### config.mk
export PLATFORM = sky130hd
export DESIGN_NAME = wall_texture_column_mapper_top_flat
export DESIGN_NICKNAME = d
export VERILOG_FILES = /design/src/sv/wtcm_pkg.sv /design/src/sv/wtcm_if.sv /design/src/sv/wtcm_front.sv /design/src/sv/wtcm_queue.sv /design/src/sv/wtcm_back.sv /design/src/sv/wall_texture_column_mapper_top.sv /design/src/flat_wrapper.sv
export SDC_FILE = /design/constraint.sdc
export NUM_CORES = 2
export LEC_CHECK = 0
export BUFFER_PORTS_ARGS = -buffer_cell sky130_fd_sc_hd__buf_2
export CAP_MARGIN = 0
export CORE_ASPECT_RATIO = 1.75
export CORE_UTILIZATION = 25
export DETAILED_ROUTE_END_ITERATION = 12
export GPL_TIMING_DRIVEN = 0
export PLACE_DENSITY = 0.36
export SYNTH_ARGS = -nofsm -noshare
export SYNTH_HDL_FRONTEND = slang
export SYNTH_SLANG_ARGS = --single-unit
### constraint.sdc
create_clock -name clk -period 7.5 [get_ports clk]
set_input_delay 0.375 -clock clk [delete_from_list [all_inputs] [get_ports clk]]
set_output_delay 0.375 -clock clk [all_outputs]
set_load 0.005 [all_outputs]
### src/sv/wtcm_pkg.sv
// Package for the wall texture column mapper.
// Holds widths, codes, defaults and the command type shared by the front, queue and back.
// No dependencies.
package wtcm_pkg;

    // Defaults for the top-level parameters
    localparam int FRAC_BITS_DEF       = 16;
    localparam int TEX_COORD_BITS_DEF  = 12;
    localparam int SCREEN_ROW_BITS_DEF = 12;

    // Fixed field widths of the channel payloads
    localparam int FACE_W      = 2;
    localparam int FRACTION_W  = 16;
    localparam int TEX_WIDTH_W = 13;
    localparam int HLOG_W      = 4;
    localparam int LINE_H_W    = 16;
    localparam int DRAW_W      = 12;
    localparam int COORD_W     = 12;
    localparam int SCREEN_H_W  = 13;

    // Internal arithmetic widths
    localparam int STEP_W = 32;
    localparam int POS_W  = 40;
    localparam int OFF_W  = 18;

    // Queue between front and back
    localparam int QUEUE_DEPTH = 2;

    // Configuration register reset value
    localparam logic [SCREEN_H_W-1:0] SCREEN_HEIGHT_RST = 13'd480;

    // Item opcodes
    localparam logic OP_BEGIN = 1'b0;
    localparam logic OP_NEXT  = 1'b1;

    // Face codes
    localparam logic [FACE_W-1:0] FACE_NORTH = 2'd0;
    localparam logic [FACE_W-1:0] FACE_SOUTH = 2'd1;

    // Classified item handed from front to back
    typedef struct packed {
        logic                      op;
        logic [FACE_W-1:0]         face;
        logic [COORD_W-1:0]        tex_x;
        logic [HLOG_W-1:0]         hlog;
        logic [LINE_H_W-1:0]       line_h;
        logic signed [OFF_W-1:0]   offset;
    } cmd_t;

endpackage

### src/sv/wtcm_if.sv
// Channel interfaces of the wall texture column mapper: request items and texel results.
// Depends on wtcm_pkg for field widths.
interface wtcm_in_if
    import wtcm_pkg::*;
();
    logic                   valid;
    logic                   ready;
    logic                   opcode;
    logic [FACE_W-1:0]      face;
    logic [FRACTION_W-1:0]  wall_fraction;
    logic                   hit_side;
    logic                   ray_x_negative;
    logic                   ray_y_positive;
    logic [TEX_WIDTH_W-1:0] tex_width;
    logic [HLOG_W-1:0]      tex_height_log2;
    logic [LINE_H_W-1:0]    line_height;
    logic [DRAW_W-1:0]      draw_start;

    modport source (
        output valid, opcode, face, wall_fraction, hit_side, ray_x_negative,
               ray_y_positive, tex_width, tex_height_log2, line_height, draw_start,
        input  ready
    );
    modport sink (
        input  valid, opcode, face, wall_fraction, hit_side, ray_x_negative,
               ray_y_positive, tex_width, tex_height_log2, line_height, draw_start,
        output ready
    );
endinterface

interface wtcm_out_if
    import wtcm_pkg::*;
();
    logic               valid;
    logic               ready;
    logic [FACE_W-1:0]  face_out;
    logic [COORD_W-1:0] texel_x;
    logic [COORD_W-1:0] texel_y;

    modport source (
        output valid, face_out, texel_x, texel_y,
        input  ready
    );
    modport sink (
        input  valid, face_out, texel_x, texel_y,
        output ready
    );
endinterface

### src/sv/wtcm_front.sv
// Front of the mapper: holds the screen height register, accepts items and
// classifies them into commands (texture column, mirroring, clamps, start offset).
// Depends on wtcm_pkg and wtcm_in_if.
module wtcm_front
    import wtcm_pkg::*;
#(
    parameter int TEX_COORD_BITS  = TEX_COORD_BITS_DEF,
    parameter int SCREEN_ROW_BITS = SCREEN_ROW_BITS_DEF
)
(
    input  logic                  clk,
    input  logic                  rst_n,
    wtcm_in_if.sink               in_ch,
    input  logic                  cfg_wr_en,
    input  logic [SCREEN_H_W-1:0] cfg_wr_data,
    output logic                  cmd_valid,
    output cmd_t                  cmd_data,
    input  logic                  cmd_ready
);

    localparam logic [TEX_WIDTH_W-1:0] TEX_W_MAX = TEX_WIDTH_W'(1 << TEX_COORD_BITS);
    localparam logic [HLOG_W-1:0]      HLOG_MAX  = HLOG_W'(TEX_COORD_BITS);
    localparam logic [SCREEN_H_W-1:0]  DS_MASK   = SCREEN_H_W'((1 << SCREEN_ROW_BITS) - 1);
    localparam logic [SCREEN_H_W:0]    SH_MASK   =
        (SCREEN_H_W + 1)'((1 << (SCREEN_ROW_BITS + 1)) - 1);

    logic [SCREEN_H_W-1:0]              screen_height_reg;
    logic                               valid_reg;
    cmd_t                               cmd_reg;
    cmd_t                               cmd_next;
    logic                               in_fire;

    logic [TEX_WIDTH_W-1:0]             width_fix;
    logic [FRACTION_W+TEX_WIDTH_W-1:0]  col_prod;
    logic [TEX_WIDTH_W-1:0]             col_raw;
    logic [TEX_WIDTH_W-1:0]             col_fin;
    logic                               mirror;
    logic [LINE_H_W-1:0]                lh_fix;
    logic [SCREEN_H_W-1:0]              ds_m;
    logic [SCREEN_H_W:0]                sh_m;
    logic [SCREEN_H_W-1:0]              sh_half;
    logic [LINE_H_W-2:0]                lh_half;

    assign in_ch.ready = !valid_reg || cmd_ready;
    assign in_fire     = in_ch.valid && in_ch.ready;
    assign cmd_valid   = valid_reg;
    assign cmd_data    = cmd_reg;

    // Clamp the texture width, map the hit fraction to a column and mirror it
    always_comb
    begin
        if (in_ch.tex_width == '0)
            width_fix = TEX_WIDTH_W'(1);
        else if (in_ch.tex_width > TEX_W_MAX)
            width_fix = TEX_W_MAX;
        else
            width_fix = in_ch.tex_width;
        col_prod = (FRACTION_W + TEX_WIDTH_W)'(in_ch.wall_fraction) *
                   (FRACTION_W + TEX_WIDTH_W)'(width_fix);
        col_raw  = col_prod[FRACTION_W +: TEX_WIDTH_W];
        if (in_ch.face == FACE_NORTH || in_ch.face == FACE_SOUTH)
            mirror = in_ch.hit_side && in_ch.ray_y_positive;
        else
            mirror = !in_ch.hit_side && in_ch.ray_x_negative;
        col_fin = mirror ? (width_fix - col_raw - TEX_WIDTH_W'(1)) : col_raw;
    end

    // Build the classified command, start offset included
    always_comb
    begin
        lh_fix  = (in_ch.line_height == '0) ? LINE_H_W'(1) : in_ch.line_height;
        ds_m    = SCREEN_H_W'(in_ch.draw_start) & DS_MASK;
        sh_m    = (SCREEN_H_W + 1)'(screen_height_reg) & SH_MASK;
        sh_half = sh_m[SCREEN_H_W:1];
        lh_half = in_ch.line_height[LINE_H_W-1:1];

        cmd_next.op     = in_ch.opcode;
        cmd_next.face   = in_ch.face;
        cmd_next.tex_x  = COORD_W'(col_fin);
        cmd_next.hlog   = (in_ch.tex_height_log2 > HLOG_MAX) ? HLOG_MAX : in_ch.tex_height_log2;
        cmd_next.line_h = lh_fix;
        cmd_next.offset = $signed(OFF_W'(ds_m)) - $signed(OFF_W'(sh_half))
                        + $signed(OFF_W'(lh_half));
    end

    // Hold the configuration register
    always_ff @(posedge clk or negedge rst_n)
    begin
        if (!rst_n)
            screen_height_reg <= SCREEN_HEIGHT_RST;
        else if (cfg_wr_en)
            screen_height_reg <= cfg_wr_data;
    end

    // Track the staged item
    always_ff @(posedge clk or negedge rst_n)
    begin
        if (!rst_n)
            valid_reg <= 1'b0;
        else if (in_ch.ready)
            valid_reg <= in_ch.valid;
    end

    // Load the staged payload
    always_ff @(posedge clk)
    begin
        if (in_fire)
            cmd_reg <= cmd_next;
    end

endmodule

### src/sv/wtcm_queue.sv
// Short command queue between the front and the back of the mapper.
// Depends on wtcm_pkg for cmd_t and the queue depth.
module wtcm_queue
    import wtcm_pkg::*;
(
    input  logic clk,
    input  logic rst_n,
    input  logic push_valid,
    input  cmd_t push_data,
    output logic push_ready,
    output logic pop_valid,
    output cmd_t pop_data,
    input  logic pop_ready
);

    localparam int PTR_W = (QUEUE_DEPTH > 1) ? $clog2(QUEUE_DEPTH) : 1;
    localparam int CNT_W = $clog2(QUEUE_DEPTH + 1);

    cmd_t             mem [QUEUE_DEPTH];
    logic [PTR_W-1:0] wr_ptr_reg;
    logic [PTR_W-1:0] rd_ptr_reg;
    logic [CNT_W-1:0] count_reg;
    logic             do_push;
    logic             do_pop;

    assign push_ready = (count_reg != CNT_W'(QUEUE_DEPTH));
    assign pop_valid  = (count_reg != '0);
    assign pop_data   = mem[rd_ptr_reg];
    assign do_push    = push_valid && push_ready;
    assign do_pop     = pop_valid && pop_ready;

    // Advance pointers and occupancy
    always_ff @(posedge clk or negedge rst_n)
    begin
        if (!rst_n)
        begin
            wr_ptr_reg <= '0;
            rd_ptr_reg <= '0;
            count_reg  <= '0;
        end
        else
        begin
            if (do_push)
                wr_ptr_reg <= (wr_ptr_reg == PTR_W'(QUEUE_DEPTH - 1)) ? '0
                                                                     : wr_ptr_reg + 1'b1;
            if (do_pop)
                rd_ptr_reg <= (rd_ptr_reg == PTR_W'(QUEUE_DEPTH - 1)) ? '0
                                                                     : rd_ptr_reg + 1'b1;
            if (do_push && !do_pop)
                count_reg <= count_reg + 1'b1;
            else if (do_pop && !do_push)
                count_reg <= count_reg - 1'b1;
        end
    end

    // Store pushed items
    always_ff @(posedge clk)
    begin
        if (do_push)
            mem[wr_ptr_reg] <= push_data;
    end

endmodule

### src/sv/wtcm_back.sv
// Back of the mapper: holds the column state, runs the per-column step divide and
// start-position multiply, and emits one texel coordinate per item.
// Depends on wtcm_pkg and wtcm_out_if.
module wtcm_back
    import wtcm_pkg::*;
#(
    parameter int FRAC_BITS      = FRAC_BITS_DEF,
    parameter int TEX_COORD_BITS = TEX_COORD_BITS_DEF
)
(
    input  logic      clk,
    input  logic      rst_n,
    input  logic      cmd_valid,
    input  cmd_t      cmd_data,
    output logic      cmd_ready,
    wtcm_out_if.source out_ch
);

    // Dividend bits: texture height shifted up by the fraction
    localparam int QW    = TEX_COORD_BITS + FRAC_BITS + 1;
    localparam int CNT_W = $clog2(QW);

    typedef enum logic [3:0] {
        ST_IDLE = 4'b0001,
        ST_DIV  = 4'b0010,
        ST_MUL  = 4'b0100,
        ST_EMIT = 4'b1000
    } back_state_t;

    back_state_t                 state_reg, state_next;

    logic [FACE_W-1:0]           face_reg;
    logic [TEX_COORD_BITS-1:0]   tex_x_reg;
    logic [TEX_COORD_BITS-1:0]   mask_reg;
    logic [STEP_W-1:0]           step_reg;
    logic [POS_W-1:0]            pos_reg;

    logic [QW-1:0]               dq_reg;
    logic [LINE_H_W-1:0]         rem_reg;
    logic [LINE_H_W-1:0]         lh_reg;
    logic signed [OFF_W-1:0]     off_reg;
    logic [CNT_W-1:0]            cnt_reg;

    logic                        out_valid_reg;
    logic [FACE_W-1:0]           out_face_reg;
    logic [COORD_W-1:0]          out_tx_reg;
    logic [COORD_W-1:0]          out_ty_reg;

    logic                        out_free;
    logic                        emit;
    logic                        start;
    logic [TEX_COORD_BITS:0]     th;
    logic [TEX_COORD_BITS-1:0]   mask_next;
    logic [LINE_H_W:0]           rem_sh;
    logic                        q_bit;
    logic [63:0]                 q_ext;
    logic [STEP_W-1:0]           step_sat;
    logic signed [OFF_W+STEP_W:0] prod;
    logic [TEX_COORD_BITS-1:0]   row;

    assign out_free = !out_valid_reg || out_ch.ready;

    // Decode what the back does this cycle
    always_comb
    begin
        state_next = state_reg;
        emit       = 1'b0;
        start      = 1'b0;
        cmd_ready  = 1'b0;
        case (state_reg)
            ST_IDLE:
            begin
                if (cmd_valid)
                begin
                    if (cmd_data.op == OP_BEGIN)
                    begin
                        start      = 1'b1;
                        cmd_ready  = 1'b1;
                        state_next = ST_DIV;
                    end
                    else if (out_free)
                    begin
                        emit      = 1'b1;
                        cmd_ready = 1'b1;
                    end
                end
            end
            ST_DIV:
            begin
                if (cnt_reg == CNT_W'(QW - 1))
                    state_next = ST_MUL;
            end
            ST_MUL:
            begin
                state_next = ST_EMIT;
            end
            ST_EMIT:
            begin
                if (out_free)
                begin
                    emit       = 1'b1;
                    state_next = ST_IDLE;
                end
            end
            default:
            begin
                state_next = ST_IDLE;
            end
        endcase
    end

    // Form the height mask, one divide step, step saturation, start position and texel row
    always_comb
    begin
        th        = (TEX_COORD_BITS + 1)'(1) << cmd_data.hlog;
        mask_next = TEX_COORD_BITS'(th - (TEX_COORD_BITS + 1)'(1));
        rem_sh    = {rem_reg, dq_reg[QW-1]};
        q_bit     = (rem_sh >= {1'b0, lh_reg});
        q_ext     = 64'(dq_reg);
        step_sat  = (|q_ext[63:STEP_W]) ? '1 : q_ext[STEP_W-1:0];
        prod      = off_reg * $signed({1'b0, step_sat});
        row       = pos_reg[FRAC_BITS +: TEX_COORD_BITS] & mask_reg;
    end

    // Advance the sequencer and the column state
    always_ff @(posedge clk or negedge rst_n)
    begin
        if (!rst_n)
        begin
            state_reg <= ST_IDLE;
            face_reg  <= '0;
            tex_x_reg <= '0;
            mask_reg  <= '0;
            step_reg  <= '0;
            pos_reg   <= '0;
        end
        else
        begin
            state_reg <= state_next;
            if (start)
            begin
                face_reg  <= cmd_data.face;
                tex_x_reg <= cmd_data.tex_x[TEX_COORD_BITS-1:0];
                mask_reg  <= mask_next;
            end
            if (state_reg == ST_MUL)
            begin
                step_reg <= step_sat;
                pos_reg  <= prod[POS_W-1:0];
            end
            else if (emit)
            begin
                pos_reg <= pos_reg + POS_W'(step_reg);
            end
        end
    end

    // Run the restoring divider, one quotient bit per cycle
    always_ff @(posedge clk)
    begin
        if (start)
        begin
            dq_reg  <= QW'(1) << (cmd_data.hlog + FRAC_BITS);
            rem_reg <= '0;
            cnt_reg <= '0;
            lh_reg  <= cmd_data.line_h;
            off_reg <= cmd_data.offset;
        end
        else if (state_reg == ST_DIV)
        begin
            dq_reg  <= {dq_reg[QW-2:0], q_bit};
            rem_reg <= q_bit ? LINE_H_W'(rem_sh - {1'b0, lh_reg}) : LINE_H_W'(rem_sh);
            cnt_reg <= cnt_reg + 1'b1;
        end
    end

    // Hold the result until taken
    always_ff @(posedge clk or negedge rst_n)
    begin
        if (!rst_n)
            out_valid_reg <= 1'b0;
        else if (emit)
            out_valid_reg <= 1'b1;
        else if (out_ch.ready)
            out_valid_reg <= 1'b0;
    end

    // Load the result payload
    always_ff @(posedge clk)
    begin
        if (emit)
        begin
            out_face_reg <= face_reg;
            out_tx_reg   <= COORD_W'(tex_x_reg);
            out_ty_reg   <= COORD_W'(row);
        end
    end

    assign out_ch.valid    = out_valid_reg;
    assign out_ch.face_out = out_face_reg;
    assign out_ch.texel_x  = out_tx_reg;
    assign out_ch.texel_y  = out_ty_reg;

endmodule

### src/sv/wall_texture_column_mapper_top.sv
// Wall texture column mapper, top level: front, command queue, back.
// Next-row items: one per cycle sustained while the output is not stalled; each passes the
// front's command register and the queue before it reaches the result register.
// Begin items: the back runs the step divide (one quotient bit per cycle), the start multiply
// and the result hand-off, and takes the next command only in the cycle after the hand-off.
// Reset (rst_n, async, active low) clears column state and queue; screen height = 480.
module wall_texture_column_mapper_top
    import wtcm_pkg::*;
#(
    parameter int FRAC_BITS       = FRAC_BITS_DEF,
    parameter int TEX_COORD_BITS  = TEX_COORD_BITS_DEF,
    parameter int SCREEN_ROW_BITS = SCREEN_ROW_BITS_DEF
)
(
    input  logic                  clk,
    input  logic                  rst_n,
    wtcm_in_if.sink               in_ch,
    wtcm_out_if.source            out_ch,
    input  logic                  cfg_wr_en,
    input  logic [SCREEN_H_W-1:0] cfg_wr_data
);

    logic push_valid;
    cmd_t push_data;
    logic push_ready;
    logic pop_valid;
    cmd_t pop_data;
    logic pop_ready;

    // Accept and classify items
    wtcm_front #(
        .TEX_COORD_BITS  (TEX_COORD_BITS),
        .SCREEN_ROW_BITS (SCREEN_ROW_BITS)
    ) u_front (
        .clk         (clk),
        .rst_n       (rst_n),
        .in_ch       (in_ch),
        .cfg_wr_en   (cfg_wr_en),
        .cfg_wr_data (cfg_wr_data),
        .cmd_valid   (push_valid),
        .cmd_data    (push_data),
        .cmd_ready   (push_ready)
    );

    // Decouple front and back
    wtcm_queue u_queue (
        .clk        (clk),
        .rst_n      (rst_n),
        .push_valid (push_valid),
        .push_data  (push_data),
        .push_ready (push_ready),
        .pop_valid  (pop_valid),
        .pop_data   (pop_data),
        .pop_ready  (pop_ready)
    );

    // Carry out commands and emit results
    wtcm_back #(
        .FRAC_BITS      (FRAC_BITS),
        .TEX_COORD_BITS (TEX_COORD_BITS)
    ) u_back (
        .clk       (clk),
        .rst_n     (rst_n),
        .cmd_valid (pop_valid),
        .cmd_data  (pop_data),
        .cmd_ready (pop_ready),
        .out_ch    (out_ch)
    );

endmodule
### src/flat_wrapper.sv
// flat-port wrapper written by rule: the top's interface ports become plain ports
module wall_texture_column_mapper_top_flat import wtcm_pkg::*;
#(
    parameter int FRAC_BITS       = FRAC_BITS_DEF,
    parameter int TEX_COORD_BITS  = TEX_COORD_BITS_DEF,
    parameter int SCREEN_ROW_BITS = SCREEN_ROW_BITS_DEF
)
  (clk, rst_n, cfg_wr_en, cfg_wr_data, in_ch_valid, in_ch_opcode, in_ch_face, in_ch_wall_fraction, in_ch_hit_side, in_ch_ray_x_negative, in_ch_ray_y_positive, in_ch_tex_width, in_ch_tex_height_log2, in_ch_line_height, in_ch_draw_start, in_ch_ready, out_ch_valid, out_ch_face_out, out_ch_texel_x, out_ch_texel_y, out_ch_ready);
  wtcm_in_if in_ch_i ();
  wtcm_out_if out_ch_i ();
  input  logic clk;
  input  logic rst_n;
  input  logic cfg_wr_en;
  input  logic [SCREEN_H_W-1:0] cfg_wr_data;
  input wire logic [$bits(in_ch_i.valid)-1:0] in_ch_valid;
  input wire logic [$bits(in_ch_i.opcode)-1:0] in_ch_opcode;
  input wire logic [$bits(in_ch_i.face)-1:0] in_ch_face;
  input wire logic [$bits(in_ch_i.wall_fraction)-1:0] in_ch_wall_fraction;
  input wire logic [$bits(in_ch_i.hit_side)-1:0] in_ch_hit_side;
  input wire logic [$bits(in_ch_i.ray_x_negative)-1:0] in_ch_ray_x_negative;
  input wire logic [$bits(in_ch_i.ray_y_positive)-1:0] in_ch_ray_y_positive;
  input wire logic [$bits(in_ch_i.tex_width)-1:0] in_ch_tex_width;
  input wire logic [$bits(in_ch_i.tex_height_log2)-1:0] in_ch_tex_height_log2;
  input wire logic [$bits(in_ch_i.line_height)-1:0] in_ch_line_height;
  input wire logic [$bits(in_ch_i.draw_start)-1:0] in_ch_draw_start;
  output wire logic [$bits(in_ch_i.ready)-1:0] in_ch_ready;
  output wire logic [$bits(out_ch_i.valid)-1:0] out_ch_valid;
  output wire logic [$bits(out_ch_i.face_out)-1:0] out_ch_face_out;
  output wire logic [$bits(out_ch_i.texel_x)-1:0] out_ch_texel_x;
  output wire logic [$bits(out_ch_i.texel_y)-1:0] out_ch_texel_y;
  input wire logic [$bits(out_ch_i.ready)-1:0] out_ch_ready;
  assign in_ch_i.valid = in_ch_valid;
  assign in_ch_i.opcode = in_ch_opcode;
  assign in_ch_i.face = in_ch_face;
  assign in_ch_i.wall_fraction = in_ch_wall_fraction;
  assign in_ch_i.hit_side = in_ch_hit_side;
  assign in_ch_i.ray_x_negative = in_ch_ray_x_negative;
  assign in_ch_i.ray_y_positive = in_ch_ray_y_positive;
  assign in_ch_i.tex_width = in_ch_tex_width;
  assign in_ch_i.tex_height_log2 = in_ch_tex_height_log2;
  assign in_ch_i.line_height = in_ch_line_height;
  assign in_ch_i.draw_start = in_ch_draw_start;
  assign in_ch_ready = in_ch_i.ready;
  assign out_ch_valid = out_ch_i.valid;
  assign out_ch_face_out = out_ch_i.face_out;
  assign out_ch_texel_x = out_ch_i.texel_x;
  assign out_ch_texel_y = out_ch_i.texel_y;
  assign out_ch_i.ready = out_ch_ready;
  wall_texture_column_mapper_top #(.FRAC_BITS(FRAC_BITS), .TEX_COORD_BITS(TEX_COORD_BITS), .SCREEN_ROW_BITS(SCREEN_ROW_BITS)) u_core (.clk(clk), .rst_n(rst_n), .in_ch(in_ch_i), .out_ch(out_ch_i), .cfg_wr_en(cfg_wr_en), .cfg_wr_data(cfg_wr_data));
endmodule
==> flow_metrics.env <==
export IMPL_grt_max_degree=76
export IMPL_rrSetupSlack_ns=0.25
export IMPL_die_area_mm2=0.137
export IMPL_gp_congestion=0.829
export IMPL_path_buf_inv=6
export IMPL_setup_violations=0
export IMPL_cp_top_family="adder cells"
export IMPL_synth_fp_nets=4146
export IMPL_max_stage_delay_ns=0.63
export IMPL_clockBufferDepth=3
export IMPL_placementRows=178
export IMPL_initial_utilization=0.252
export IMPL_place_area_mm2=0.0368
export IMPL_wire_per_inst_um=20.4
export IMPL_drc=0
export IMPL_antenna_found_initial=3
export IMPL_drive_above_1_share=0.107
export IMPL_viasPerCell=4.32
export IMPL_skew_ns=0.0509
export IMPL_synth_top_area_share=0.252
export IMPL_syn_area_mm2=0.0338
export IMPL_design_core_area_mm2=0.134
export IMPL_outcome="finished clean"
export IMPL_cpMostUsedCell="fa_1"
export IMPL_ys_warn_count=0
export IMPL_finalHoldViolCount=0
export IMPL_critPathKind="in -> reg"
export IMPL_tns_ns=0
export IMPL_cp_end_kind="register"
export IMPL_synth_cell_types=71
export IMPL_path_clk_slew_ns=0.06
export IMPL_clock_latency_ns=0.63
export IMPL_vias=23515
export IMPL_maxSlewViolCount=0
export IMPL_stdcell_area_mm2=0.0392
export IMPL_grt_pass1_wl_um=166000
export IMPL_async_flop_share=0.282
export IMPL_worstRegToRegCells=21
export IMPL_detailedPlacementHpwl_um=90900
export IMPL_tightest_slew_ns=1.21
export IMPL_area_growth_pct=15.9
export IMPL_firstDrtPassIters=5
export IMPL_htree_levels=2
export IMPL_drtIter0Drc=905
export IMPL_postRouteAntennaNets=0
export IMPL_finalWirelength_um=111000
export IMPL_overflow=0
export IMPL_die_x_um=280
export IMPL_crit_fanout=10
export IMPL_largest_reg_flops=104
export IMPL_portBuffers=111
export IMPL_fin_crit_ns=7.28
export IMPL_fmax_mhz=137
export IMPL_root_buffer="clkbuf_16"
export IMPL_cts_tree="built"
export IMPL_yosysMostFrequentCell="nand2_1"
export IMPL_hold_depth=2
export IMPL_fin_nets=4360
export IMPL_yosysSeqAreaShare=0.306
export IMPL_gr_usage_all_layers=0.166
export IMPL_crit_slowest_cell="clkbuf_1"
export IMPL_startpoint_type="input port"
export IMPL_cp_depth=29
export IMPL_ys_ff_latch=369
export IMPL_cp_data_required_time_ns=7.83
export IMPL_clock_sinks=369
export IMPL_syn_inst=3397
export IMPL_synth_top_cells_by_count="nand2_1, inv_1, fa_1"
export IMPL_finalCritPeriodShare=0.971
export IMPL_die_height_um=488
export IMPL_synth_edff_count=244
export IMPL_hold_path_class="in -> reg"
export IMPL_io_pins=113
export IMPL_synth_area_top_cells="fa_1, edfxtp_1, ha_1"
export IMPL_grt_pass1_vias=26067
export IMPL_slew_headroom=0.180
export IMPL_drv_cap=0
export IMPL_postSynthAreaPerCell_um2=9.95
export IMPL_synth_top_area_cell="fa_1"
export IMPL_cts_buffers=42
export IMPL_critPathArrivalTime_ns=7.61
export IMPL_ys_flop_type="edfxtp_1"
-- placed cells by master, fill, tap and decap left out, types with 35 or more instances in the layout --
master       n
nand2_1    588
inv_1      579
fa_1       423
edfxtp_1   244
ha_1       235
and2_1     209
buf_2      115
o21ai_0    103
dfrtp_1     99
clkbuf_1    98
xnor2_1     95
a21oi_1     85
nor2_1      85
buf_4       51
clkbuf_16   48
xor2_1      47
mux2_2      40
mux2i_1     35
-- through the flow --
stage	std cells	utilization	setup slack [ns]	hold WS, ns
3_3_place_gp	5308	0.273	-2.17	0.422
3_5_place_dp	5314	0.274	-2.15	0.331
4_1_cts	5426	0.290	0.00170	0.00578
5_1_grt	5446	0.292	-0.0415	0.0423
2_1_floorplan	3397	-	0.00509	0.0794
6_report	5448	0.292	0.219	0.0438
-- routing by layer --
metal,GRT usage,up-vias,part of all wire
met5,0,-,0
met4,0.0557,0,0.034
met3,0.0139,134,0.023
met2,0.352,320,0.60
met1,0.161,11911,0.35
li1,-,11150,-
-- path summary, 6_finish.rpt --
kind                                                             start                                               to
worst max-delay path                            in_ch_wall_fraction[6]            u_core.u_front.cmd_data[49]$_DFFE_PP_
max in group asynchronous                                        rst_n           u_core.u_back.step_reg[16]$_DFFE_PN0P_
min in group asynchronous                                        rst_n  u_core.u_front.screen_height_reg[1]$_DFFE_PN0P_
worst max register to register  u_core.u_back.dq_reg[15]$_SDFFCE_PP0P_            u_core.u_back.pos_reg[27]$_DFFE_PN0P_
worst min-delay path                          in_ch_tex_height_log2[2]        u_core.u_front.cmd_data[36]$_SDFFCE_PN1P_
worst min register to register    u_core.u_front.cmd_data[7]$_DFFE_PP_               u_core.u_queue.mem[0][7]$_DFFE_PP_
-- what timing repair did --
item                                    4_1_cts  5_1_grt
hold buffers                                 18        0
endpoints found under the hold margin        46        0
pin swaps                                     9       23
setup buffers                                27       22
gates resized for setup                     109       50
endpoints found under the setup margin       19        7
-- cell families after synthesis --
logic type / share of synthesized area
and+or+nand+nor: 0.141
muxes: 0.0237
DFF: 0.306
xor gates and xnor gates: 0.0376
AOI/OAI and AO/OA: 0.0676
buffers and inverters: 0.0834
adders and majority gates: 0.341
-- area by class of cell --
cell class / count / area, um^2
diodes: 3 / 7.51
plain buffers: 153 / 832
clock buffers: 56 / 1190
clock inverters: 22 / 223
fillers: 14199 / 95100
inverters: 582 / 2180
multi-input cells: 2279 / 20900
flip-flops and latches: 369 / 10400
well taps: 1800 / 2250
repair buffers: 184 / 1240
Power is left out: the tool's default activity adds up to more than one toggle a clock period on the data nets, which glitch-free logic cannot reach.
